===== src/rtl/bprm_pkg.sv =====
// Package for the block peak and RMS level meter.
// Holds widths, iteration counts, the controller state type and the
// command and status structs shared by the controller and the datapath.
package bprm_pkg;

    localparam int SAMPLE_W   = 16;
    localparam int PEAK_W     = 15;
    localparam int RMS_W      = 23;
    localparam int COUNT_W    = 11;
    localparam int SUM_W      = 40;
    localparam int SCALE_W    = 16;               // two times 8 fraction bits
    localparam int WORK_W     = SUM_W + SCALE_W;  // scaled mean square
    localparam int ROOT_W     = WORK_W / 2;
    localparam int SQ_REM_W   = ROOT_W + 2;
    localparam int DIV_STEPS  = WORK_W;
    localparam int SQRT_STEPS = ROOT_W;
    localparam int STEP_W     = 6;

    typedef enum logic [2:0] {
        ST_IDLE,
        ST_ACCUM,
        ST_LOAD,
        ST_DIV,
        ST_SQRT,
        ST_DONE
    } bprm_state_t;

    typedef struct packed {
        logic capture;
        logic accum;
        logic load;
        logic div_step;
        logic sqrt_step;
        logic publish;
    } bprm_cmd_t;

    typedef struct packed {
        logic close;
        logic out_free;
    } bprm_status_t;

endpackage


===== src/rtl/bprm_ctrl.sv =====
// Controller of the block peak and RMS level meter.
// Sequences capture, accumulation, the shared divide and square root
// iterations and the result handoff. Depends on bprm_pkg.
module bprm_ctrl (
    input  logic                  clk,
    input  logic                  rst_n,
    input  logic                  in_valid,
    output logic                  in_ready,
    input  bprm_pkg::bprm_status_t status,
    output bprm_pkg::bprm_cmd_t    cmd
);
    import bprm_pkg::*;

    bprm_state_t         state_reg;
    bprm_state_t         state_next;
    logic [STEP_W-1:0]   step_reg;
    logic [STEP_W-1:0]   step_next;
    logic                div_end;
    logic                sqrt_end;

    assign div_end  = (step_reg == STEP_W'(DIV_STEPS - 1));
    assign sqrt_end = (step_reg == STEP_W'(SQRT_STEPS - 1));

    always_ff @(posedge clk or negedge rst_n)
    begin
        if (!rst_n)
        begin
            state_reg <= ST_IDLE;
            step_reg  <= '0;
        end
        else
        begin
            state_reg <= state_next;
            step_reg  <= step_next;
        end
    end

    always_comb
    begin
        state_next = state_reg;
        case (state_reg)
            ST_IDLE:
            begin
                if (in_valid)
                begin
                    state_next = ST_ACCUM;
                end
            end
            ST_ACCUM:
            begin
                state_next = status.close ? ST_LOAD : ST_IDLE;
            end
            ST_LOAD:
            begin
                state_next = ST_DIV;
            end
            ST_DIV:
            begin
                if (div_end)
                begin
                    state_next = ST_SQRT;
                end
            end
            ST_SQRT:
            begin
                if (sqrt_end)
                begin
                    state_next = ST_DONE;
                end
            end
            ST_DONE:
            begin
                if (status.out_free)
                begin
                    state_next = ST_IDLE;
                end
            end
            default:
            begin
                state_next = ST_IDLE;
            end
        endcase
    end

    // One counter serves both iteration phases.
    always_comb
    begin
        step_next = '0;
        case (state_reg)
            ST_DIV:
            begin
                step_next = div_end ? '0 : step_reg + 1'b1;
            end
            ST_SQRT:
            begin
                step_next = sqrt_end ? '0 : step_reg + 1'b1;
            end
            default:
            begin
                step_next = '0;
            end
        endcase
    end

    always_comb
    begin
        cmd      = '0;
        in_ready = 1'b0;
        case (state_reg)
            ST_IDLE:
            begin
                in_ready    = 1'b1;
                cmd.capture = in_valid;
            end
            ST_ACCUM:
            begin
                cmd.accum = 1'b1;
            end
            ST_LOAD:
            begin
                cmd.load = 1'b1;
            end
            ST_DIV:
            begin
                cmd.div_step = 1'b1;
            end
            ST_SQRT:
            begin
                cmd.sqrt_step = 1'b1;
            end
            ST_DONE:
            begin
                cmd.publish = status.out_free;
            end
            default:
            begin
                cmd = '0;
            end
        endcase
    end

endmodule


===== src/rtl/bprm_datapath.sv =====
// Datapath of the block peak and RMS level meter.
// Magnitude, peak, saturating square sum, frame counter, a restoring
// divider and a digit-by-digit square root. Depends on bprm_pkg.
module bprm_datapath #(
    parameter int MAX_FRAMES = 1024
) (
    input  logic                              clk,
    input  logic                              rst_n,
    input  logic signed [bprm_pkg::SAMPLE_W-1:0] sample,
    input  logic                              last,
    input  bprm_pkg::bprm_cmd_t               cmd,
    output bprm_pkg::bprm_status_t            status,
    output logic                              out_valid,
    input  logic                              out_ready,
    output logic [bprm_pkg::PEAK_W-1:0]       peak,
    output logic [bprm_pkg::RMS_W-1:0]        rms,
    output logic [bprm_pkg::COUNT_W-1:0]      frame_count
);
    import bprm_pkg::*;

    localparam int CNT_W = $clog2(MAX_FRAMES + 1);

    logic [PEAK_W-1:0]     mag;
    logic [PEAK_W-1:0]     mag_reg;
    logic                  last_reg;
    logic [PEAK_W-1:0]     peak_reg;
    logic [SUM_W-1:0]      sum_reg;
    logic [CNT_W-1:0]      frames_reg;
    logic [CNT_W-1:0]      frames_inc;
    logic [2*PEAK_W-1:0]   square;
    logic [SUM_W:0]        sum_add;
    logic [CNT_W+COUNT_W-1:0] frames_wide;

    logic [WORK_W-1:0]     work_reg;
    logic [CNT_W-1:0]      divisor_reg;
    logic [CNT_W-1:0]      rem_reg;
    logic [CNT_W:0]        rem_sh;
    logic                  div_ge;
    logic [SQ_REM_W-1:0]   sq_rem_reg;
    logic [ROOT_W-1:0]     root_reg;
    logic [SQ_REM_W+1:0]   sq_sh;
    logic [SQ_REM_W+1:0]   trial;
    logic                  sqrt_ge;

    logic [PEAK_W-1:0]     res_peak_reg;
    logic [COUNT_W-1:0]    res_count_reg;
    logic                  out_valid_reg;
    logic [PEAK_W-1:0]     peak_out_reg;
    logic [RMS_W-1:0]      rms_out_reg;
    logic [COUNT_W-1:0]    count_out_reg;

    // The most negative sample saturates instead of wrapping.
    always_comb
    begin
        if (!sample[SAMPLE_W-1])
        begin
            mag = sample[PEAK_W-1:0];
        end
        else if (sample[PEAK_W-1:0] == '0)
        begin
            mag = '1;
        end
        else
        begin
            mag = PEAK_W'(-sample);
        end
    end

    assign square      = (2*PEAK_W)'(mag_reg) * (2*PEAK_W)'(mag_reg);
    assign sum_add     = {1'b0, sum_reg} + (SUM_W + 1)'(square);
    assign frames_inc  = frames_reg + 1'b1;
    assign frames_wide = {{COUNT_W{1'b0}}, frames_reg};

    assign status.close    = last_reg || (frames_inc == CNT_W'(MAX_FRAMES));
    assign status.out_free = !out_valid_reg || out_ready;

    assign rem_sh  = {rem_reg, work_reg[WORK_W-1]};
    assign div_ge  = (rem_sh >= {1'b0, divisor_reg});
    assign sq_sh   = {sq_rem_reg, work_reg[WORK_W-1 -: 2]};
    assign trial   = {2'b00, root_reg, 2'b01};
    assign sqrt_ge = (sq_sh >= trial);

    always_ff @(posedge clk)
    begin
        if (cmd.capture)
        begin
            mag_reg  <= mag;
            last_reg <= last;
        end
    end

    // Running state of the open block.
    always_ff @(posedge clk or negedge rst_n)
    begin
        if (!rst_n)
        begin
            peak_reg   <= '0;
            sum_reg    <= '0;
            frames_reg <= '0;
        end
        else if (cmd.accum)
        begin
            if (mag_reg > peak_reg)
            begin
                peak_reg <= mag_reg;
            end
            sum_reg    <= sum_add[SUM_W] ? {SUM_W{1'b1}} : sum_add[SUM_W-1:0];
            frames_reg <= frames_inc;
        end
        else if (cmd.load)
        begin
            peak_reg   <= '0;
            sum_reg    <= '0;
            frames_reg <= '0;
        end
    end

    // The work register holds the dividend, then the quotient that the
    // square root consumes two bits at a time.
    always_ff @(posedge clk)
    begin
        if (cmd.load)
        begin
            work_reg      <= {sum_reg, {SCALE_W{1'b0}}};
            divisor_reg   <= frames_reg;
            rem_reg       <= '0;
            sq_rem_reg    <= '0;
            root_reg      <= '0;
            res_peak_reg  <= peak_reg;
            res_count_reg <= frames_wide[COUNT_W-1:0];
        end
        else if (cmd.div_step)
        begin
            rem_reg  <= div_ge ? CNT_W'(rem_sh - {1'b0, divisor_reg}) : rem_sh[CNT_W-1:0];
            work_reg <= {work_reg[WORK_W-2:0], div_ge};
        end
        else if (cmd.sqrt_step)
        begin
            sq_rem_reg <= sqrt_ge ? SQ_REM_W'(sq_sh - trial) : sq_sh[SQ_REM_W-1:0];
            root_reg   <= {root_reg[ROOT_W-2:0], sqrt_ge};
            work_reg   <= {work_reg[WORK_W-3:0], 2'b00};
        end
    end

    always_ff @(posedge clk or negedge rst_n)
    begin
        if (!rst_n)
        begin
            out_valid_reg <= 1'b0;
        end
        else if (cmd.publish)
        begin
            out_valid_reg <= 1'b1;
        end
        else if (out_ready)
        begin
            out_valid_reg <= 1'b0;
        end
    end

    always_ff @(posedge clk)
    begin
        if (cmd.publish)
        begin
            peak_out_reg  <= res_peak_reg;
            rms_out_reg   <= root_reg[RMS_W-1:0];
            count_out_reg <= res_count_reg;
        end
    end

    assign out_valid   = out_valid_reg;
    assign peak        = peak_out_reg;
    assign rms         = rms_out_reg;
    assign frame_count = count_out_reg;

endmodule


===== src/rtl/block_peak_rms_meter.sv =====
// Block peak and RMS level meter, top level.
// Joins the controller and the datapath. Depends on bprm_pkg, bprm_ctrl
// and bprm_datapath.
//
// Usage: signed 16-bit samples enter on the in channel (in_valid,
// in_ready, sample, last). Each item is first captured, then the peak,
// the square sum and the frame count are updated; no new item is taken
// until the update of the previous one is done.
// An item marked last, or the one that brings the count to MAX_FRAMES,
// closes the block. A closing item then passes through a load step, a
// one-bit-per-cycle divider that forms the scaled mean square, a
// two-bits-per-cycle square root and a step that hands the result to
// the output register. The result becomes valid in the same cycle in
// which the input is ready for the next item.
// Results leave on the out channel (out_valid, out_ready, peak, rms,
// frame_count). The output register holds a result until it is taken; if
// the receiver stalls, a finished block waits in the datapath and input
// stops until the output register frees.
// Reset clears the peak, the square sum, the frame count and all handshake
// state; no result is pending after reset.
module block_peak_rms_meter #(
    parameter int MAX_FRAMES = 1024
) (
    input  logic                                  clk,
    input  logic                                  rst_n,
    input  logic                                  in_valid,
    output logic                                  in_ready,
    input  logic signed [bprm_pkg::SAMPLE_W-1:0]  sample,
    input  logic                                  last,
    output logic                                  out_valid,
    input  logic                                  out_ready,
    output logic [bprm_pkg::PEAK_W-1:0]           peak,
    output logic [bprm_pkg::RMS_W-1:0]            rms,
    output logic [bprm_pkg::COUNT_W-1:0]          frame_count
);
    import bprm_pkg::*;

    bprm_cmd_t    cmd;
    bprm_status_t status;

    bprm_ctrl u_ctrl (
        .clk      (clk),
        .rst_n    (rst_n),
        .in_valid (in_valid),
        .in_ready (in_ready),
        .status   (status),
        .cmd      (cmd)
    );

    bprm_datapath #(
        .MAX_FRAMES (MAX_FRAMES)
    ) u_datapath (
        .clk         (clk),
        .rst_n       (rst_n),
        .sample      (sample),
        .last        (last),
        .cmd         (cmd),
        .status      (status),
        .out_valid   (out_valid),
        .out_ready   (out_ready),
        .peak        (peak),
        .rms         (rms),
        .frame_count (frame_count)
    );

endmodule

===== config.mk =====
export PLATFORM = sky130hd
export DESIGN_NAME = block_peak_rms_meter
export DESIGN_NICKNAME = d
export VERILOG_FILES = /design/src/rtl/bprm_pkg.sv /design/src/rtl/bprm_ctrl.sv /design/src/rtl/bprm_datapath.sv /design/src/rtl/block_peak_rms_meter.sv
export SDC_FILE = /design/constraint.sdc
export NUM_CORES = 1
export LEC_CHECK = 0
export BUFFER_PORTS_ARGS = -buffer_cell sky130_fd_sc_hd__buf_2
export CELL_PAD_IN_SITES_DETAIL_PLACEMENT = 2
export CELL_PAD_IN_SITES_GLOBAL_PLACEMENT = 2
export CORE_UTILIZATION = 45
export CTS_CLUSTER_DIAMETER = 80
export DETAILED_ROUTE_END_ITERATION = 10
export PLACE_DENSITY = 0.94
export SETUP_SLACK_MARGIN = 0.2
export SLEW_MARGIN = 25
export SYNTH_ARGS = -nofsm -noshare
export SYNTH_HDL_FRONTEND = slang
export SYNTH_SLANG_ARGS = --single-unit

===== constraint.sdc =====
create_clock -name clk -period 14.8 [get_ports clk]
set_input_delay 1.48 -clock clk [delete_from_list [all_inputs] [get_ports clk]]
set_output_delay 1.48 -clock clk [all_outputs]
set_load 0.02 [all_outputs]

==> results by group, run 1 <==
Timing
  • Part of the cycle the worst path needs: 61.05%
  • Number of endpoints with negative hold slack in the final report: 0
  • Number of setup violations in the final report: 0
  • Maximum clock skew at final layout: 27.90 ps
  • Min cycle time layout: 9036 ps
  • Maximum achievable frequency: 110.7 MHz
  • Relative slew slack: 22.78%
  • Sum of negative setup slack: 0 ps
  • Slew at the pin closest to its max-slew limit: 1156 ps
  • Setup repair after global routing missed its margin: no
  • Final max-slew violation count: 0
  • Post-route worst setup slack: 5764 ps

Critical path
  • Type of the setup path with the least slack: flop to flop
  • Crit path DAT: 9510 ps
  • Critical Path End Type: flop
  • CP required: 15270 ps
  • Kind of start point of the critical path: flop
  • Largest fanout on the critical path: 30

Yosys
  • Post-synthesis sequential area ratio: 34.18%
  • Post-synthesis cell area: 22050 um^2
  • Cells after synthesis: 2310
  • Number of warning messages in the yosys log: 0
  • Post-synth EDFFs: 131
  • Average size of a mapped cell: 9.545 um^2
  • Syn nets: 2656
  • Library cells used by synthesis: 85
  • Register bit total from synthesis: 292
  • Async set-reset flop share out of synthesis: 26.03%
  • Top FF cell, synth: sky130_fd_sc_hd__edfxtp_1

Layout
  • Max FFs per register: 56
  • Final cell count without fillers: 2979
  • Synth-to-Final Area Change: 9.346%
  • Layout net count: 2679
  • Fraction of final layout cells with drive strength greater than 1: 8.552%

Floorplan
  • Starting Density: 45.89%
  • Die extent in y: 223.4 um
  • Overall die area: 49890 um^2
  • Core Area: 48050 um^2
  • Placement Rows: 80
  • I/O pin count: 72
  • Horizontal die dimension: 223.4 um

Route
  • Initial DRC Count: 1720
  • Routed Antenna Nets: 0
  • Total routed wire length on the met1 layer: 34710 um
  • Met3 wire length: 6084 um
  • Drc violations: 0
  • Average vias per placed instance: 6.368
  • Final routed wire length divided by cell count: 32.80 um
  • Total via count after detailed routing: 18970
  • Number of detailed-routing iterations run before antenna repair: 6
  • Top layer used by detailed routing: met4
  • Total length of routed met2 wires: 49090 um
  • Sum of routed wire length over all layers: 97720 um

CTS
  • TritonCTS clock tree: done
  • Resize count post-CTS: 0
  • Post-CTS clock slew at the launch and capture registers of the worst setup and hold paths: 60 ps
  • Deepest level of the CTS H-tree: 2
  • Clock latency of the later-clocked register in the worst-skew pair: 590 ps
  • Hold-fix buffer count after cts: 0
  • Maximum clock path buffer count: 3
  • Clock Tree Root: sky130_fd_sc_hd__clkbuf_16
  • Number of buffers created by CTS: 37
  • Clock sinks: 292
  • Total setup buffers inserted after CTS: 0

Global routing
  • Maximum number of pins on one net before global-route repair: 96
  • Antenna violations before repair: 2
  • Via count of the first global-routing pass: 21810
  • First-pass GRT wire length: 146100 um
  • Total overflow reported by the global router: 0
  • Overall track demand over capacity in global routing: 39.64%

Hold path
  • Class of the tightest hold or removal check: flop to flop

Placement
  • RD Place Congestion: 0.8598
  • Number of buffers inserted by port buffering: 71
  • Dpl hpwl: 60260 um
  • Count of placed standard cells including taps: 2908
  • Worst setup slack after placement: 6844 ps

Power and ir drop
  • Leakage power figure: 0.01124 uW
  • Total power per unit cell area: 156.0 nW/um^2
  • Worst vdd rail ir drop: 0.09087 mV

Outcome
  • Run status: finished clean

Flow run
  • Count of max-cap constraint violations: 0
-- metal layers --
metal	vias to the layer above	track usage, %
met3	455	8.626
met1	9818	42.77
met4	0	28.26
met5	-	0
li1	7755	-
met2	942	68.95
-- worst paths after layout --
kind	from	cells after the start	endpoint	slack [ps]
max in group asynchronous	rst_n	2	u_datapath.peak_reg[14]$_DFFE_PN0P_	13030
min in group asynchronous	rst_n	1	u_ctrl.step_reg[0]$_DFF_PN0_	700
min reg2reg	u_datapath.res_peak_reg[6]$_DFFE_PP_	0	u_datapath.peak[6]$_DFFE_PP_	430
min	u_datapath.res_peak_reg[6]$_DFFE_PP_	0	u_datapath.peak[6]$_DFFE_PP_	430
max	u_datapath.mag_reg[3]$_DFFE_PP_	20	u_datapath.sum_reg[6]$_DFFE_PN0P_	5760
max reg2reg	u_datapath.mag_reg[3]$_DFFE_PP_	20	u_datapath.sum_reg[6]$_DFFE_PN0P_	5760
-- final cells by class --
class                           instances  area [um^2]
Antenna cell                            2        5.005
Fill cell                            4970        23940
Inverter                              361         1358
Tap cell                              615        769.5
Clock buffer                           46         1021
Timing Repair Buffer                   85        474.2
Clock inverter                         22        195.2
Sequential cell                       292         7538
Multi-Input combinational cell       1556        12750
-- layout by cell type (no fill, tap or decap), types with 11 or more instances in the layout --
cell,synthesis,layout
sky130_fd_sc_hd__mux2i_1,90,90
sky130_fd_sc_hd__buf_4,4,12
sky130_fd_sc_hd__inv_1,360,360
sky130_fd_sc_hd__dfxtp_1,85,85
sky130_fd_sc_hd__a211oi_1,20,20
sky130_fd_sc_hd__a21o_1,32,32
sky130_fd_sc_hd__buf_2,5,70
sky130_fd_sc_hd__fa_1,166,166
sky130_fd_sc_hd__xnor2_1,42,42
sky130_fd_sc_hd__o211ai_1,12,12
sky130_fd_sc_hd__a21oi_1,136,136
sky130_fd_sc_hd__xor2_1,47,47
sky130_fd_sc_hd__a31oi_1,21,21
sky130_fd_sc_hd__nand3_1,39,38
sky130_fd_sc_hd__nand2_1,289,288
sky130_fd_sc_hd__ha_1,159,159
sky130_fd_sc_hd__and3_1,11,11
sky130_fd_sc_hd__nand4_1,19,19
sky130_fd_sc_hd__nor2b_1,17,17
sky130_fd_sc_hd__edfxtp_1,131,131
sky130_fd_sc_hd__a221oi_1,15,15
sky130_fd_sc_hd__o21ai_0,137,137
sky130_fd_sc_hd__clkbuf_16,0,38
sky130_fd_sc_hd__nor2_1,99,95
sky130_fd_sc_hd__and2_1,42,41
sky130_fd_sc_hd__o31ai_1,12,12
sky130_fd_sc_hd__dfrtp_1,76,75
sky130_fd_sc_hd__nor3_1,13,13
-- cell usage after synthesis, types with 47 or more instances --
| cell type | instances | area [um^2] |
|---|---|---|
| sky130_fd_sc_hd__a21oi_1 | 136 | 680.7 |
| sky130_fd_sc_hd__clkbuf_1 | 76 | 285.3 |
| sky130_fd_sc_hd__dfrtp_1 | 76 | 1902 |
| sky130_fd_sc_hd__dfxtp_1 | 85 | 1702 |
| sky130_fd_sc_hd__edfxtp_1 | 131 | 3934 |
| sky130_fd_sc_hd__fa_1 | 166 | 3323 |
| sky130_fd_sc_hd__ha_1 | 159 | 1989 |
| sky130_fd_sc_hd__inv_1 | 360 | 1351 |
| sky130_fd_sc_hd__mux2i_1 | 90 | 900.9 |
| sky130_fd_sc_hd__nand2_1 | 289 | 1085 |
| sky130_fd_sc_hd__nor2_1 | 99 | 371.6 |
| sky130_fd_sc_hd__o21ai_0 | 137 | 685.7 |
| sky130_fd_sc_hd__xor2_1 | 47 | 411.6 |
-- power by group --
group | leakage (uW) | internal [uW] | total (uW) | switching, uW
combinational | 0.00755 | 550 | 1740 | 1190
sequential | 0.00309 | 970 | 1070 | 98.4
clock | 0.000601 | 531 | 949 | 418
total | 0.0112 | 2050 | 3760 | 1710
-- stage by stage --
stage / hold WS [ps] / power (uW) / instance area, um^2 / util (%)
finish: 433.1 / 3761 / 24110 / 50.18
floorplan: 400.3 / 2068 / 22050 / -
detailed placement: 407.4 / 2586 / 22860 / 47.59
CTS: 432.0 / 3657 / 24080 / 50.12
global route: 443.4 / 3865 / 24100 / 50.17
global placement: 407.3 / 2321 / 22860 / 47.58
-- worst max-delay path, stage by stage, from the launching register on --
cell and delay (ps):
sky130_fd_sc_hd__edfxtp_1 950, sky130_fd_sc_hd__nand2_1 290, sky130_fd_sc_hd__fa_1 610, sky130_fd_sc_hd__inv_1 60, sky130_fd_sc_hd__fa_1 750, sky130_fd_sc_hd__fa_1 520, sky130_fd_sc_hd__fa_1 550, sky130_fd_sc_hd__fa_1 790
sky130_fd_sc_hd__inv_1 290, sky130_fd_sc_hd__fa_1 660, sky130_fd_sc_hd__inv_1 70, sky130_fd_sc_hd__ha_1 480, sky130_fd_sc_hd__a21oi_1 200, sky130_fd_sc_hd__o21a_1 240, sky130_fd_sc_hd__a211oi_1 240, sky130_fd_sc_hd__nor2_1 140
sky130_fd_sc_hd__a211oi_4 370, sky130_fd_sc_hd__o311ai_4 190, sky130_fd_sc_hd__a21oi_4 940, sky130_fd_sc_hd__o21ai_0 380, sky130_fd_sc_hd__o31ai_1 170
-- cells by family (layout without fill, tap and decap cells) --
family          Yosys count  count (layout)  synth area share (%)
compound gates          471             471                 13.56
fa+ha+maj               325             325                 24.09
other cells               0               2                     0
xor+xnor                 89              89                 3.535
mux                     100             100                 4.597
flops                   292             292                 34.18
buf+inv                 462             514                 8.279
simple gates            571             571                 11.75
(Power assumes the default switching activity.)
==> run 2: changes to the inputs <==
Settings changed: CORE_UTILIZATION 45 to 41, PLACE_DENSITY 0.94 to 0.87.
Clock period 14.8 ns to 9.25 ns, I/O delays scaled along.
==> run 2 against run 1 <==
The flow now finishes with violations (DRC). Register-to-register slack got worse by 4800 ps. Clock skew rose by 6.9 ps. Clock power is 58% higher. Flip-flop and latch count unchanged. Critical path depth is 4 higher. Global-route usage decreased by 9.9 points. Design area rose by 0.33%. Core utilization is 4.4 points lower. Total power up 50%. Critical endpoint unchanged. Highest routed layer unchanged.
==> results by group, run 2 (synthesized netlist as in run 1, its figures left out) <==
Route
  • Initial DRC Count: 970
  • Average vias per placed instance: 5.844
  • Final routed wire length divided by cell count: 26.28 um
  • Sum of routed wire length over all layers: 80140 um
  • Drc violations: 3
  • Routed Antenna Nets: 0
  • Total via count after detailed routing: 17820
  • Number of detailed-routing iterations run before antenna repair: 10

Global routing
  • Total overflow reported by the global router: 0
  • First-pass GRT wire length: 124200 um
  • Via count of the first global-routing pass: 20930
  • GRT busiest layer: met2
  • Overall track demand over capacity in global routing: 29.69%
  • GR met1 Demand/Resource: 32.58%
  • Maximum number of pins on one net before global-route repair: 96
  • Met3 Resource Use GR: 3.405%
  • Met2 Resource Use GR: 55.52%
  • Antenna violations before repair: 0

Floorplan
  • Overall die area: 54710 um^2
  • Die extent in y: 233.9 um
  • Starting Density: 41.71%
  • Core Area: 52870 um^2
  • Placement Rows: 84
  • I/O pin count: 72
  • Horizontal die dimension: 233.9 um

Outcome
  • Violated checks: DRC
  • Run status: finished, violations left

CTS
  • Hold-fix buffer count after cts: 0
  • Resize count post-CTS: 0
  • TritonCTS clock tree: done
  • Clock latency of the later-clocked register in the worst-skew pair: 590 ps
  • Clock sinks: 292
  • Number of buffers created by CTS: 37
  • Clock Tree Root: sky130_fd_sc_hd__clkbuf_16
  • Total setup buffers inserted after CTS: 0
  • Deepest level of the CTS H-tree: 2
  • Post-CTS clock slew at the launch and capture registers of the worst setup and hold paths: 70 ps
  • Maximum clock path buffer count: 3

Critical path
  • Critical Path End Type: flop
  • Max incr delay on CP: 870 ps
  • Largest fanout on the critical path: 30
  • Crit path top cell by count: sky130_fd_sc_hd__inv_1
  • Crit path DAT: 8790 ps
  • Type of the setup path with the least slack: flop to flop
  • Slowest stage cell on the critical path: sky130_fd_sc_hd__a21oi_4
  • Kind of start point of the critical path: flop
  • Worst-path cell chain: inv_1 > nor2_1 > inv_1 > fa_1 > inv_1 > fa_1 > inv_1 > fa_1 > inv_1 > fa_1 > fa_1 > inv_1 > fa_1 > inv_1 > ha_1 > nand2_1 > o21a_1 > a211oi_1 > nor2_1 > a211oi_4 > o311ai_4 > a21oi_4 > o21ai_0 > o31ai_1
  • CP required: 9710 ps

Power and ir drop
  • Part of the total power dissipated in sequential elements: 29.9%
  • Combinational group share of total power: 43.6%
  • Worst vdd rail ir drop: 0.1265 mV
  • Net switching power: 2392 uW
  • Leakage power figure: 0.01122 uW
  • Clock share of power: 26.5%
  • Total power per unit cell area: 233.5 nW/um^2
  • Power after layout: 5648 uW
  • Switching power as a share of total power: 42.36%
  • Cell internal pwr: 3256 uW

Timing
  • Final max-slew violation count: 0
  • Maximum achievable frequency: 120.0 MHz
  • Number of setup violations in the final report: 0
  • Part of the cycle the worst path needs: 90.06%
  • Sum of negative setup slack: 0 ps
  • Number of endpoints with negative hold slack in the final report: 0
  • Min cycle time layout: 8331 ps
  • Post-route worst setup slack: 919.1 ps
  • Relative slew slack: 25.84%
  • Maximum clock skew at final layout: 34.83 ps
  • Setup repair after global routing missed its margin: no
  • Slew at the pin closest to its max-slew limit: 1084 ps

Layout
  • Fraction of final layout cells with drive strength greater than 1: 8.256%
  • Max FFs per register: 56
  • Layout net count: 2679
  • Layout fillers: 5549
  • Most frequent standard cell in the layout excluding fill and tap cells: sky130_fd_sc_hd__inv_1
  • Commonest cells after routing, fill and taps aside: sky130_fd_sc_hd__inv_1 (360), sky130_fd_sc_hd__nand2_1 (288), sky130_fd_sc_hd__fa_1 (166), sky130_fd_sc_hd__ha_1 (159), sky130_fd_sc_hd__o21ai_0 (137)
  • Ant diodes: 0
  • Synth-to-Final Area Change: 9.704%
  • Final core utilization: 45.75%

Placement
  • Worst setup slack after placement: 1358 ps
  • RD Place Congestion: 0.8649
  • Dpl hpwl: 53070 um
  • Number of buffers inserted by port buffering: 71

Flow run
  • Count of max-cap constraint violations: 0

Hold path
  • Class of the tightest hold or removal check: input port to async pin
-- run 2: cell count changes in the layout (fill, tap and decap cells not counted), sizes merged --
cell,previous run,this run
clkbuf,46,53
clkinv,15,9
diode,2,0
inv,364,363
-- run 2: layer usage --
layer  wire length (um)  up-vias
li1                   -     7755
met1              29840     9267
met2              43430      551
met3               2562      251
met4               4308        0
met5                  0        -
-- run 2: power by group through the flow --
stage / registers [uW] / logic [uW] / clock network (uW)
global route: 1700 / 2630 / 1550
finish: 1690 / 2460 / 1500
floorplan: 1640 / 1670 / 0
global placement: 1680 / 2060 / 0
detailed placement: 1700 / 2330 / 0
CTS: 1690 / 2440 / 1520
-- run 2: worst paths after layout --
path                                                       start                                end  slack (ps)  cells after the start
max                              u_datapath.mag_reg[7]$_DFFE_PP_  u_datapath.sum_reg[6]$_DFFE_PN0P_         920                     24
min                                                        rst_n    u_ctrl.state_reg[0]$_DFFE_PN0P_         120                      1
max reg2reg                      u_datapath.mag_reg[7]$_DFFE_PP_  u_datapath.sum_reg[6]$_DFFE_PN0P_         920                     24
min reg2reg                u_datapath.res_peak_reg[13]$_DFFE_PP_      u_datapath.peak[13]$_DFFE_PP_         420                      0
max in group asynchronous                                  rst_n       u_ctrl.step_reg[0]$_DFF_PN0_        8100                      2
min in group clk           u_datapath.res_peak_reg[13]$_DFFE_PP_      u_datapath.peak[13]$_DFFE_PP_         420                      0
-- run 2: metrics by stage --
step	cell area [um^2]	hold WS (ps)	instances
2_1_floorplan	22050	400.3	2310
3_3_place_gp	22960	406.1	2982
3_5_place_dp	22960	408.9	2982
4_1_cts	24180	114.1	3050
5_1_grt	24190	116.6	3050
6_report	24190	124.5	3050
-- run 2: cell type report --
| type | count | area [um^2] | area share [%] |
|---|---|---|---|
| multi-input cells | 1556 | 12750 | 52.70 |
| flip-flops and latches | 292 | 7538 | 31.17 |
| inverters | 361 | 1358 | 5.612 |
| clock buffers | 53 | 1036 | 4.283 |
| well taps | 688 | 860.8 | 3.559 |
| repair buffers | 85 | 466.7 | 1.929 |
| clock inverters | 15 | 182.7 | 0.7552 |
-- run 2: worst max-delay path: cells and delay by family (launching register included) --
family          cells  cell delay (ps)
fa+ha+maj           7             3670
simple gates        3              670
compound gates      7             2340
buf+inv             7              740
flops               1              750
==> run 3: changes to the inputs <==
Settings changed: BUFFER_PORTS_ARGS -buffer_cell sky130_fd_sc_hd__buf_2 to not set, CORE_UTILIZATION 41 to 42, DONT_BUFFER_PORTS set to 1.
==> run 3 against run 2 <==
Highest routed layer unchanged. Sequential power about the same. Total power about the same. Register-to-register slack better by 410 ps. Combinational power barely moved. The run now ends clean.
==> results by group, run 3 (synthesized netlist as in run 1, its figures left out) <==
Critical path
  • R2r worst-path depth: 20
  • Type of the setup path with the least slack: flop to flop
  • Worst r2r src: u_datapath.mag_reg[3]$_DFFE_PP_
  • Slowest stage cell on the critical path: sky130_fd_sc_hd__edfxtp_1
  • Max incr delay on CP: 960 ps
  • Register-to-register setup slack: 1330 ps
  • Crit path top cell by count: sky130_fd_sc_hd__fa_1
  • Worst-path cell chain: nand2_1 > fa_1 > inv_1 > fa_1 > fa_1 > fa_1 > fa_1 > inv_1 > fa_1 > inv_1 > ha_1 > nand4_1 > o221a_2 > o31a_4 > a211oi_4 > o311ai_4 > a21oi_2 > buf_4 > o21ai_0 > o31ai_1
  • Critical Path End Type: flop
  • CP required: 9710 ps
  • Kind of start point of the critical path: flop
  • Worst r2r dst: u_datapath.sum_reg[5]$_DFFE_PN0P_
  • Largest fanout on the critical path: 25
  • Crit path DAT: 8380 ps

CTS
  • TritonCTS clock tree: done
  • Hold-fix buffer count after cts: 0
  • Clock Tree Root: sky130_fd_sc_hd__clkbuf_16
  • Post-CTS clock slew at the launch and capture registers of the worst setup and hold paths: 70 ps
  • Clock sinks: 292
  • Deepest level of the CTS H-tree: 2
  • Total setup buffers inserted after CTS: 0
  • Maximum clock path buffer count: 3
  • Number of buffers created by CTS: 38
  • Clock latency of the later-clocked register in the worst-skew pair: 600 ps
  • Resize count post-CTS: 0

Route
  • Total via count after detailed routing: 17260
  • Sum of routed wire length over all layers: 76690 um
  • Number of detailed-routing iterations run before antenna repair: 5
  • Routed Antenna Nets: 0
  • Average vias per placed instance: 5.804
  • Final routed wire length divided by cell count: 25.79 um
  • Drc violations: 0
  • Initial DRC Count: 914

Floorplan
  • Core Area: 51610 um^2
  • Placement Rows: 83
  • Die extent in y: 231.1 um
  • Starting Density: 42.72%
  • Horizontal die dimension: 231.1 um
  • I/O pin count: 72
  • Overall die area: 53420 um^2

Layout
  • Layout fillers: 5356
  • Max FFs per register: 56
  • Ant diodes: 0
  • Final core utilization: 46.24%
  • Fraction of final layout cells with drive strength greater than 1: 5.711%
  • Commonest cells after routing, fill and taps aside: sky130_fd_sc_hd__inv_1 (360), sky130_fd_sc_hd__nand2_1 (288), sky130_fd_sc_hd__fa_1 (166), sky130_fd_sc_hd__ha_1 (159), sky130_fd_sc_hd__o21ai_0 (137)
  • Layout net count: 2610
  • Most frequent standard cell in the layout excluding fill and tap cells: sky130_fd_sc_hd__inv_1
  • Final cell count without fillers: 2974
  • Synth-to-Final Area Change: 8.240%

Placement
  • RD Place Congestion: 0.8516
  • Dpl hpwl: 51980 um
  • Count of placed standard cells including taps: 2903
  • Number of buffers inserted by port buffering: 0

Global routing
  • First-pass GRT wire length: 120200 um
  • Maximum number of pins on one net before global-route repair: 96
  • Overall track demand over capacity in global routing: 29.11%
  • Antenna violations before repair: 0
  • Via count of the first global-routing pass: 20320
  • Total overflow reported by the global router: 0

Power and ir drop
  • Clock share of power: 27.1%
  • Switching power as a share of total power: 41.97%
  • Total power per unit cell area: 236.7 nW/um^2
  • Part of the total power dissipated in sequential elements: 29.7%
  • Worst vdd rail ir drop: 0.1564 mV
  • Combinational group share of total power: 43.1%
  • Net switching power: 2371 uW
  • Cell internal pwr: 3277 uW
  • Leakage power figure: 0.01096 uW

Timing
  • Slew at the pin closest to its max-slew limit: 1041 ps
  • Sum of negative setup slack: 0 ps
  • Maximum achievable frequency: 126.3 MHz
  • Part of the cycle the worst path needs: 85.59%
  • Final max-slew violation count: 0
  • Number of endpoints with negative hold slack in the final report: 0
  • Worst hold slack: 50.87 ps
  • Maximum clock skew at final layout: 37.25 ps
  • Number of setup violations in the final report: 0
  • Setup repair after global routing missed its margin: no
  • Min cycle time layout: 7917 ps
  • Relative slew slack: 28.82%

Outcome
  • Run status: finished clean

Hold path
  • Class of the tightest hold or removal check: input port to async pin

Flow run
  • Count of max-cap constraint violations: 0
-- run 3: metrics by stage --
stage,setup WS (ps),area [um^2],power (uW)
after floorplan,2915,22050,3308
after global placement,2241,22580,3730
after detailed placement,1517,22580,3978
after CTS,1402,23850,5640
after global routing,1116,23870,5883
final,1333,23870,5648
-- run 3: worst max-delay path by stage --
stage / startpoint / slack [ps] / to / depth (start not counted)
after floorplan: u_datapath.mag_reg[5]$_DFFE_PP_ / 2910 / u_datapath.sum_reg[35]$_DFFE_PN0P_ / 22
after global placement: u_datapath.mag_reg[5]$_DFFE_PP_ / 2240 / u_datapath.sum_reg[5]$_DFFE_PN0P_ / 24
after detailed placement: u_datapath.mag_reg[7]$_DFFE_PP_ / 1520 / u_datapath.sum_reg[12]$_DFFE_PN0P_ / 25
after CTS: u_datapath.mag_reg[7]$_DFFE_PP_ / 1400 / u_datapath.sum_reg[5]$_DFFE_PN0P_ / 25
after global routing: u_datapath.mag_reg[3]$_DFFE_PP_ / 1120 / u_datapath.sum_reg[5]$_DFFE_PN0P_ / 20
final: u_datapath.mag_reg[3]$_DFFE_PP_ / 1330 / u_datapath.sum_reg[5]$_DFFE_PN0P_ / 20
-- run 3: power by group through the flow --
stage                     registers (uW)  logic (uW)  clock network, uW
after floorplan                     1640        1670                  0
after global placement              1680        2050                  0
after detailed placement            1700        2280                  0
after CTS                           1680        2410               1550
after global routing                1690        2600               1590
final                               1680        2440               1530
-- run 3: critical path, delay by kind of cell (launching register included) --
kind / cells / cell delay (ps)
adder cells (fa/ha/maj): 7 / 3930
AO/OA/AOI/OAI: 7 / 1730
flip-flops: 1 / 960
buffers and inverters: 4 / 680
AND/OR/NAND/NOR: 2 / 480
-- run 3: layout make-up --
| type | count | area [um^2] | share of cell area (%) |
|---|---|---|---|
| Inverter | 361 | 1358 | 5.688 |
| Clock inverter | 17 | 206.4 | 0.8651 |
| Clock buffer | 53 | 1057 | 4.430 |
| Multi-Input combinational cell | 1556 | 12740 | 53.38 |
| Tap cell | 680 | 850.8 | 3.565 |
| Sequential cell | 292 | 7538 | 31.59 |
| Timing Repair Buffer | 15 | 116.4 | 0.4876 |
-- run 3: routing by layer --
| layer | vias up | part of all wire [%] | global-route usage (%) |
|---|---|---|---|
| met4 | 0 | 5.6 | 16.08 |
| met5 | - | 0 | 0 |
| li1 | 7616 | - | - |
| met1 | 8968 | 37 | 31.36 |
| met2 | 432 | 54 | 54.23 |
| met3 | 245 | 3.3 | 4.355 |
